==> config.mk <==
export PLATFORM = sky130hd
export DESIGN_NAME = mqs_ctrl
export DESIGN_NICKNAME = d
export VERILOG_FILES = /design/src/rtl/mqs_pkg.sv /design/src/rtl/mqs_ctrl.sv
export SDC_FILE = /design/constraint.sdc
export NUM_CORES = 1
export LEC_CHECK = 0
export BUFFER_PORTS_ARGS = -buffer_cell sky130_fd_sc_hd__buf_2
export CELL_PAD_IN_SITES_DETAIL_PLACEMENT = 2
export CELL_PAD_IN_SITES_GLOBAL_PLACEMENT = 2
export CORE_AREA = 3 3 40 42
export DETAILED_ROUTE_END_ITERATION = 8
export DIE_AREA = 0 0 43 45
export PLACE_DENSITY_LB_ADDON = 0.1
export SKIP_LAST_GASP = 1
export SLEW_MARGIN = 20
export SYNTH_ARGS = -nofsm -noshare
export SYNTH_HDL_FRONTEND = slang
export SYNTH_SLANG_ARGS = --single-unit
==> constraint.sdc <==
create_clock -name clk -period 1.35 [get_ports clk]
set_input_delay 0.0675 -clock clk [delete_from_list [all_inputs] [get_ports clk]]
set_output_delay 0.0675 -clock clk [all_outputs]
set_load 0.03 [all_outputs]
==> src/rtl/mqs_pkg.sv <==
// Shared constants and control types for the matrix quadrant swap block.
`timescale 1ns / 1ps

package mqs_pkg;

  localparam int MAX_ROWS = 64;
  localparam int MAX_COLS = 64;
  localparam int DEPTH    = MAX_ROWS * MAX_COLS;
  localparam int ADDR_W   = $clog2(DEPTH);
  localparam int ROW_W    = $clog2(MAX_ROWS);
  localparam int COL_W    = $clog2(MAX_COLS);
  localparam int SIZE_W   = 7;
  localparam int CNT_W    = ADDR_W + 1;
  localparam int TOT_W    = 2 * SIZE_W;
  localparam int ELEM_W   = 64;
  localparam int DATA_W   = 2 * ELEM_W;
  localparam int CFG_IDX_W = 1;

  localparam logic [CFG_IDX_W-1:0] REG_NUM_ROWS = 1'b0;
  localparam logic [CFG_IDX_W-1:0] REG_NUM_COLS = 1'b1;

  localparam logic CMD_WRITE = 1'b0;
  localparam logic CMD_FETCH = 1'b1;

  localparam logic STATUS_OK        = 1'b0;
  localparam logic STATUS_NOT_READY = 1'b1;

  // Commands from the controller to the datapath
  typedef struct packed {
    logic wr_en;        // store the incoming element
    logic fetch_start;  // latch source position, advance read position
    logic reject;       // load a not-ready result
    logic rd_en;        // read the frame store
    logic load_out;     // move read data into the output register
  } mqs_cmd_t;

  // Status from the datapath to the controller
  typedef struct packed {
    logic full;         // every element of the frame has been written
  } mqs_stat_t;

  // Clamp a raw size register into 1..max
  function automatic logic [SIZE_W-1:0] clamp_size(input logic [SIZE_W-1:0] v,
                                                   input logic [SIZE_W-1:0] max);
    logic [SIZE_W-1:0] r;
    r = v;
    if (v == '0) r = SIZE_W'(1);
    else if (v > max) r = max;
    return r;
  endfunction

endpackage

==> src/rtl/mqs_ctrl.sv <==
// Controller state machine: accepts transactions and sequences fetch reads.
`timescale 1ns / 1ps

module mqs_ctrl (
  input  logic              clk,
  input  logic              rst_n,
  input  logic              in_tvalid,
  output logic              in_tready,
  input  logic              in_tuser,
  input  logic              out_tvalid,
  input  logic              out_tready,
  input  mqs_pkg::mqs_stat_t stat,
  output mqs_pkg::mqs_cmd_t  cmd
);
  import mqs_pkg::*;

  localparam logic [1:0] ST_IDLE = 2'd0;
  localparam logic [1:0] ST_READ = 2'd1;
  localparam logic [1:0] ST_LOAD = 2'd2;

  logic [1:0] state_r, state_nxt;
  logic       slot_free;
  logic       accept;

  assign slot_free = !out_tvalid || out_tready;
  assign in_tready = (state_r == ST_IDLE) && slot_free;
  assign accept    = in_tvalid && in_tready;

  always_comb begin
    state_nxt = state_r;
    cmd       = '0;
    case (state_r)
      ST_IDLE: begin
        if (accept) begin
          if (in_tuser == CMD_WRITE) begin
            cmd.wr_en = 1'b1;
          end else if (stat.full) begin
            cmd.fetch_start = 1'b1;
            state_nxt       = ST_READ;
          end else begin
            cmd.reject = 1'b1;
          end
        end
      end
      ST_READ: begin
        cmd.rd_en = 1'b1;
        state_nxt = ST_LOAD;
      end
      ST_LOAD: begin
        // hold read data until the output register is free
        if (slot_free) begin
          cmd.load_out = 1'b1;
          state_nxt    = ST_IDLE;
        end
      end
      default: state_nxt = ST_IDLE;
    endcase
  end

  always_ff @(posedge clk) begin
    if (!rst_n) state_r <= ST_IDLE;
    else        state_r <= state_nxt;
  end

  a_read_follows_start: assert property (@(posedge clk) disable iff (!rst_n)
    cmd.fetch_start |=> cmd.rd_en) else $error("read did not follow fetch start");
  a_load_follows_read: assert property (@(posedge clk) disable iff (!rst_n)
    cmd.rd_en |=> state_r == ST_LOAD) else $error("no load stage after read");
  a_no_accept_when_busy: assert property (@(posedge clk) disable iff (!rst_n)
    (state_r != ST_IDLE) |-> !(cmd.wr_en || cmd.reject || cmd.fetch_start))
    else $error("transaction taken while a fetch is in flight");

endmodule

### Word level (Yosys, flattened, before mapping)

Cells that the tools add are included.

| operators by class | value |
|---|---|
| muxes and demuxes | 14 |
| reduce and logical (&&, ||, !) cells | 6 |
| eq/ne operators | 6 |

Operator list:

| kind | number |
|---|---|
| 2-bit two-way mux | 5 |
| 2-bit != test, second input constant | 4 |
| 1-bit two-way mux | 6 |
| 3-bit two-way mux | 2 |
| 2-bit case mux with 3 select lines | 1 |
| 4-bit AND reduction | 1 |
| 2-bit by 1-bit equality test with 1-bit output, second input constant | 1 |
| 2-bit equality test, second input constant | 1 |
| 1-bit logical AND | 2 |
| 2-bit zero test | 1 |
| 1-bit zero test | 1 |
| 1-bit logical OR | 1 |

| storage, ports and cells | value |
|---|---|
| logic and storage cells | 27 |
| output and inout port bits | 6 |
| bits of input ports | 7 |
| register bits after elaboration | 2 |

### Logic depth before layout (Yosys ltp)

Gate-level depths: netlist (run 1).

| depth | value |
|---|---|
| depth after elaboration | 6 |
| gate-level depth with buffers | 3 |
| depth with buffers taken out | 3 |

### Worst setup path after synthesis (run 1)

Ideal clock, no wire load.

| timing | value |
|---|---|
| path kind | reg2out |
| from | reg state_r[1] |
| to | out in_tready |
| stages on the path, launching flop included | 2 |
| buffers on the path | 0 |
| path slack | 0.239 ns |
| arrival | 1.044 ns |
| data required time | 1.283 ns |
| cells stage by stage | dfxtp_1 > nor3_1 |

| on the way | value |
|---|---|
| word-level cells in the longest chain between the ends | 2 |

RTL lines:

| element | line | RTL |
|---|---|---|
| start: declaration | mqs_ctrl.sv:21 | `logic [1:0] state_r, state_nxt;` |
| start signal: assignment | mqs_ctrl.sv:62 | `else state_r <= state_nxt;` |
| 2-bit zero test | mqs_ctrl.sv:26 | `assign in_tready = (state_r == ST_IDLE) && slot_free;` |
| 1-bit logical AND | mqs_ctrl.sv:26 |  |
| end: declaration | mqs_ctrl.sv:8 | `output logic in_tready,` |

No other way between the ends.

==> results of run 1 <==
-- metrics by stage --
step / power [mW] / std cells / worst slack [ps] / area, sq um / hold WS, ps
finish: 0.254 / 49 / 130 / 256 / 71.2
global route: 0.283 / 49 / 22.4 / 256 / 63.5
CTS: 0.263 / 49 / 95.2 / 256 / 67.5
detailed placement: 0.126 / 46 / 340 / 234 / 300
global placement: 0.125 / 46 / 342 / 234 / 292
floorplan: 0.104 / 20 / 239 / 163 / 185
-- cell type report --
cell class | instances | area, sq um | share of cell area
Sequential cell | 2 | 40.0 | 0.156
Timing Repair Buffer | 12 | 60.1 | 0.234
Multi-Input combinational cell | 16 | 111 | 0.434
Clock buffer | 3 | 22.5 | 0.0878
Tap cell | 15 | 18.8 | 0.0732
Inverter | 1 | 3.75 | 0.0146
-- cell families (layout without fill, tap and decap cells) --
logic type             after synthesis  count (layout)  synth area share
AOI/OAI and AO/OA                    2               2             0.123
buffers and inverters                2              16            0.0692
DFF                                  2               2             0.246
and+or+nand+nor                     14              14             0.562
-- critical path: cells and delay by family, from the launching register on --
kind / cells / cell delay (ps)
simple gates: 3 / 390
flops: 1 / 340
buf+inv: 1 / 200
-- worst paths after layout --
path / from / depth (start not counted) / endpoint / slack, ps
worst min register to register: state_r[1]$_SDFFE_PN0P_ / 2 / state_r[0]$_SDFFE_PN0P_ / 630
worst min-delay path: rst_n / 2 / state_r[1]$_SDFFE_PN0P_ / 70
worst max-delay path: state_r[0]$_SDFFE_PN0P_ / 4 / cmd[3] / 130
worst max register to register: state_r[0]$_SDFFE_PN0P_ / 3 / state_r[0]$_SDFFE_PN0P_ / 460
-- power breakdown --
part | internal (mW) | total, mW | switching [mW]
clock network | 0.0979 | 0.131 | 0.0326
registers | 0.0613 | 0.0639 | 0.00259
logic | 0.0224 | 0.0596 | 0.0371
-- cell usage in the layout, fill, tap and decap left out, drive strengths merged --
cell    instances
nor3            1
inv             1
nand3b          1
nand2           1
a211oi          1
buf            12
nor2b           2
dfxtp           2
o21a            1
nand3           1
nand2b          2
clkbuf          3
nor2            6
-- metal layers --
metal | GRT usage | share of wire | vias to the layer above | routed length [um]
met1 | 0.0624 | 0.40 | 74 | 197
li1 | - | - | 92 | -
met4 | 0.0361 | 0 | 0 | 0
met5 | 0 | 0 | - | 0
met2 | 0.0898 | 0.53 | 5 | 258
met3 | 0.0518 | 0.067 | 0 | 33
==> results.cfg, run 1 <==
[yosys]
netlist_instances = 20
netlist_area_sq_um = 163
synth_ff_type = dfxtp_1
synthTopCellsByCount = nor2_1, dfxtp_1, nand2b_1
ys_ff_latch = 2
synth.most_common_cell = nor2_1
synthTopCellsByArea = dfxtp_1, nor2_1, nand3_4
synth_edf_count = 0
synth_top_area_share = 0.246
synth_warnings = 0
async_flop_share = 0
synth_cell_type_count = 14
yosysTopAreaCell = dfxtp_1
syn_nets = 27
ys_seq_area_frac = 0.246
synth.avg_cell_area_sq_um = 8.13

[power_and_ir_drop]
p_leak_nw = 0.127
ir_worst_vdd_v = 0.000400
p_per_area_nw_per_um2 = 990

[flow_run]
drv_cap = 0

[routing]
totalWireLength_um = 489
drt_iter0_markers = 2
post-route-drc-count = 0
routedWlPerCell_um = 9.98
drt_first_pass_iters = 2
routed_via_density = 3.49
vias = 171
ant_nets = 0

[sta]
finalMaxSlewViolations = 0
skew_ps = 4.31
rsz0062_at_grt = false
hold_viol = 0
fin_crit_ps = 1220
fmax_mhz = 820
max_slew_margin = 0.854
finalSetupViolations = 0
worst_pin_slew_ps = 219
fin_tns_setup_ps = 0
period_share = 0.904

[floorplan]
dieHeight_um = 45
start_util = 0.127
die-area_sq_um = 1940
design.core.area_sq_um = 1280
core.rowCount = 13
boundaryPins = 13
die_x_um = 43

[place]
dp_hpwl_um = 424
place.gp.congestion = 0.549
io_buffers = 12

[clocking]
cts_buffer_depth = 2
htreeDepth = 1
cts_buffers = 3
clk_pin_slew_ps = 30
clock_sinks = 2
cts_resized = 0
clk_latency_ps = 220
cts_root_buf = clkbuf_4
cts_tree = done
ctsHoldBuffers = 0
post_cts_buffers = 0

[grt]
grt.total_usage = 0.0623
antenna_found_initial = 0
grt_pass1_wl_um = 834
grt_max_degree = 5
grt_pass1_vias = 203
grt-ovfl-total = 0

[cells_and_area]
antennaDiodeCount = 0
largest_register_ffs = 2
regMostFlops = state_r
final_nets = 43
drive_above_1_share = 0.559
area_delta_synth_final_pct = 57.7
top_regs = state_r: 2 flops
fill_cells = 157
utilization = 0.200

[worst_setup_path]
path_cells = nor2_4 > nand3_4 > nor2_1 > buf_2
crit_path_end_kind = primary output
cp-start-kind = register
crit_path_max_incr_delay_ps = 340
crit_slowest_cell = dfxtp_1
worstPathRequired_ps = 1280
cp_max_fo = 4
critPathKind = register to primary output
cp_data_arrival_time_ps = 1150

[run_status]
outcome = completed

[min_path]
hold_path.class = primary input to register
Note: power is estimated with default switching activity, not from simulation.
==> run 2, diff against run 1 <==
- clock period: 1.35 -> 1.53 ns (I/O delays scaled with it)
==> results.cfg, run 2 (same netlist as run 1, synthesis figures left out) <==
[cells_and_area]
utilization = 0.200
drive_above_1_share = 0.559
area_delta_synth_final_pct = 57.7
fin_area_sq_um = 256
top_regs = state_r: 2 flops
mostFrequentLayoutCells = buf_2, nor2_1, clkbuf_4
final_common_cell = buf_2
multiInputGateArea_sq_um = 111
antennaDiodeCount = 0
regArea_sq_um = 40.0
final_nets = 43
largest_register_ffs = 2
fill_cells = 164
regMostFlops = state_r

[clocking]
clock_sinks = 2
cts_tree = done
cts_buffers = 3
post_cts_buffers = 0
clk_pin_slew_ps = 30
clk_latency_ps = 220
htreeDepth = 1
cts_buffer_depth = 2
cts_resized = 0
ctsHoldBuffers = 0
cts_root_buf = clkbuf_4

[sta]
rsz0062_at_grt = false
fin_tns_setup_ps = 0
period_share = 0.796
fin_crit_ps = 1220
setup_ws_ps = 312
max_slew_margin = 0.855
finalSetupViolations = 0
hold_viol = 0
fmax_mhz = 821
skew_ps = 4.60
worst_pin_slew_ps = 218
finalMaxSlewViolations = 0

[routing]
post-route-drc-count = 0
vias = 181
routedWlPerCell_um = 9.35
ant_nets = 0
drt_iter0_markers = 0
totalWireLength_um = 458
routed_via_density = 3.69
drt_first_pass_iters = 1

[flow_run]
drv_cap = 0

[grt]
antenna_found_initial = 0
grt_max_degree = 5
grt-ovfl-total = 0
grt_pass1_vias = 197
grt.total_usage = 0.0590
grt_pass1_wl_um = 772

[worst_setup_path]
cp_data_arrival_time_ps = 1140
crit_path_max_incr_delay_ps = 340
reg2regPathDepth = 3
path_cells = nor2_4 > nand3_4 > nor2_1 > buf_2
crit_path_end_kind = primary output
worstPathRequired_ps = 1450
path_depth = 4
cp-start-kind = register
crit_start = state_r[0]$_SDFFE_PN0P_
crit_slowest_cell = dfxtp_1
cp_max_fo = 4
rrSetupSlack_ps = 650
critPathTopFamily = simple AND/OR/NAND/NOR gates
r2r-start = state_r[0]$_SDFFE_PN0P_
path_buf_inv = 1
critPathKind = register to primary output
r2r-end = state_r[0]$_SDFFE_PN0P_

[floorplan]
design.core.area_sq_um = 1280
start_util = 0.127
boundaryPins = 13
die_x_um = 43
die-area_sq_um = 1940
core.rowCount = 13
dieHeight_um = 45

[place]
place.gp.congestion = 0.563
dpl_worst_slack_ps = 525
io_buffers = 12
placed_cell_area_sq_um = 234

[power_and_ir_drop]
switching_share = 0.283
p_leak_nw = 0.127
clkPwrFrac = 0.514
seqPwrFrac = 0.252
ir_worst_vdd_v = 0.000226
combPwrFrac = 0.234
power.total_mw = 0.224
p_sw_mw = 0.0632
p_per_area_nw_per_um2 = 872
internal_power_mw = 0.160

[min_path]
hold_end = state_r[1]$_SDFFE_PN0P_
hold_path.class = primary input to register
hold_depth = 2
hp-start = rst_n

[run_status]
outcome = completed
==> run 2: cell counts in the layout (fill, tap and decap cells not counted) <==
No cell type changed its count.
==> run 2: power groups by stage <==
stage	registers (mW)	logic [mW]	clock network, mW
final	0.0563	0.0524	0.115
after detailed placement	0.0571	0.0537	0
after CTS	0.0564	0.0538	0.125
after global placement	0.0569	0.0533	0
after global routing	0.0565	0.0575	0.131
after floorplan	0.0566	0.0354	0
==> run 2: layer usage <==
layer	part of all wire	track usage	vias to the layer above
met5	0	0	-
li1	-	-	93
met2	0.55	0.0838	5
met4	0	0.0723	0
met1	0.37	0.0552	83
met3	0.081	0.0319	0
==> run 2: layout make-up <==
type,count,area share
timing repair buffer,12,0.234
multi-input combinational,16,0.434
tap,15,0.0732
inverter,1,0.0146
sequential,2,0.156
clock buffer,3,0.0878
==> run 2: how the worst max path moves through the flow <==
stage / to / slack (ps)
2_1_floorplan: in_tready / 410
3_3_place_gp: cmd[2] / 550
3_5_place_dp: cmd[2] / 530
4_1_cts: cmd[2] / 280
5_1_grt: cmd[2] / 220
6_report: cmd[2] / 310
==> run 2: through the flow <==
step,hold slack (ps),instances
after CTS,68.8,49
after floorplan,194,20
after global routing,72.5,49
after detailed placement,304,46
final,77.7,49
after global placement,300,46
==> run 3, diff against run 2 <==
- ABC_AREA: default -> 1
- clock period: 1.53 -> 1.3 ns (I/O delays scaled with it)
==> results.cfg, run 3 <==
[run_status]
outcome = completed

[yosys]
synth_ff_type = dfxtp_1
yosysTopAreaCell = dfxtp_1
synthTopCellsByArea = dfxtp_1, nand2_1, inv_1
ys_ff_latch = 2
synthTopCellsByCount = nand2_1, inv_1, nor2_1
synth_warnings = 0
syn_nets = 34
synth_top_area_share = 0.256
async_flop_share = 0
synth.most_common_cell = nand2_1
synth_cell_type_count = 9
synth.avg_cell_area_sq_um = 5.79
netlist_instances = 27
ys_seq_area_frac = 0.256
synth_edf_count = 0
netlist_area_sq_um = 156

[power_and_ir_drop]
p_per_area_nw_per_um2 = 1030
p_leak_nw = 0.152
ir_worst_vdd_v = 0.000207

[sta]
fin_crit_ps = 1190
max_slew_margin = 0.850
skew_ps = 1.37
fmax_mhz = 841
worst_pin_slew_ps = 224
period_share = 0.914
finalMaxSlewViolations = 0
rsz0062_at_grt = false
fin_tns_setup_ps = 0
hold_viol = 0
finalSetupViolations = 0

[clocking]
cts_root_buf = clkbuf_4
ctsHoldBuffers = 0
clock_sinks = 2
cts_buffers = 3
clk_latency_ps = 220
clk_pin_slew_ps = 30
cts_buffer_depth = 2
htreeDepth = 1
cts_tree = done

[cells_and_area]
drive_above_1_share = 0.463
fill_cells = 173
top_regs = state_r: 2 flops
mostFrequentLayoutCells = buf_2, nand2_1, inv_1
final_nets = 50
antennaDiodeCount = 0
area_delta_synth_final_pct = 63.2
largest_register_ffs = 2
utilization = 0.199
fin_area_sq_um = 255
final_common_cell = buf_2
regMostFlops = state_r

[grt]
grt_pass1_vias = 220
antenna_found_initial = 0
grt.total_usage = 0.0673
grt-ovfl-total = 0
grt_pass1_wl_um = 828
grt_max_degree = 6

[routing]
routedWlPerCell_um = 9.00
drt_first_pass_iters = 1
totalWireLength_um = 504
post-route-drc-count = 0
vias = 212
routed_via_density = 3.79
ant_nets = 0
drt_iter0_markers = 0

[worst_setup_path]
crit_start = state_r[1]$_SDFFE_PN0P_
worstPathRequired_ps = 1240
path_cells = nor2_2 > nand3_2 > nor2_1 > clkbuf_4
r2r-start = state_r[1]$_SDFFE_PN0P_
crit_slowest_cell = dfxtp_1
cp_max_fo = 4
crit_path_max_incr_delay_ps = 330
crit_path_end_kind = primary output
cp_data_arrival_time_ps = 1120
cp-start-kind = register
critPathKind = register to primary output

[place]
placed_cell_area_sq_um = 228
dp_hpwl_um = 435
place.gp.congestion = 0.672
io_buffers = 12

[floorplan]
die-area_sq_um = 1940
dieHeight_um = 45
core.rowCount = 13
design.core.area_sq_um = 1280
start_util = 0.122
die_x_um = 43
boundaryPins = 13

[flow_run]
drv_cap = 0

[min_path]
hold_path.class = primary input to register
hp-start = rst_n
run 3: cell families (layout without fill, tap and decap cells):
| logic type | count (synthesis) | after routing | share of synthesized area |
|---|---|---|---|
| AND/OR/NAND/NOR | 17 | 17 | 0.496 |
| buffers and inverters | 7 | 21 | 0.192 |
| flip-flops | 2 | 2 | 0.256 |
| AO/OA/AOI/OAI | 1 | 1 | 0.0560 |
run 3: worst max-delay path: cells and delay by family (launching register included):
kind | cells | cell delay (ps)
buffers and inverters | 1 | 190
flip-flops | 1 | 330
AND/OR/NAND/NOR | 3 | 390
run 3: layout make-up:
type / instances / area [sq um] / area share
inverter: 6 / 22.5 / 0.0882
tap: 15 / 18.8 / 0.0735
multi-input combinational: 18 / 86.3 / 0.338
clock buffer: 3 / 22.5 / 0.0882
timing repair buffer: 12 / 65.1 / 0.255
sequential: 2 / 40.0 / 0.157
run 3: power by group:
part / switching, mW / internal, mW
clock: 0.0333 / 0.102
combinational: 0.0396 / 0.0215
sequential: 0.00223 / 0.0637
total: 0.0752 / 0.187
run 3: through the flow:
step / power (mW) / std cells / setup WS [ps] / hold slack [ps]
floorplan: 0.106 / 27 / 139 / 187
global placement: 0.127 / 53 / 340 / 311
detailed placement: 0.128 / 53 / 323 / 308
CTS: 0.273 / 56 / 71.6 / 68.7
global route: 0.293 / 56 / 0.972 / 79.0
finish: 0.262 / 56 / 112 / 79.8
run 3: timing repair:
action,CTS,global route
buffers inserted,0,0
endpoints found under the setup margin,0,2
gates resized for setup,0,2
run 3: worst paths after layout:
| check | end | slack, ps | cells past startpoint |
|---|---|---|---|
| worst min-delay path | state_r[1]$_SDFFE_PN0P_ | 80 | 3 |
| worst max register to register | state_r[1]$_SDFFE_PN0P_ | 490 | 4 |
| worst max-delay path | cmd[3] | 110 | 4 |
| worst min register to register | state_r[1]$_SDFFE_PN0P_ | 560 | 2 |
run 3: layer usage:
metal  share of wire  GRT usage  routed length [um]  vias up
met5               0          0                   0        -
met4           0.038      0.108                  19        0
met3           0.040     0.0359                  20        2
met2            0.50     0.0808                 250        9
met1            0.42     0.0646                 212       94
li1                -          -                   -      107
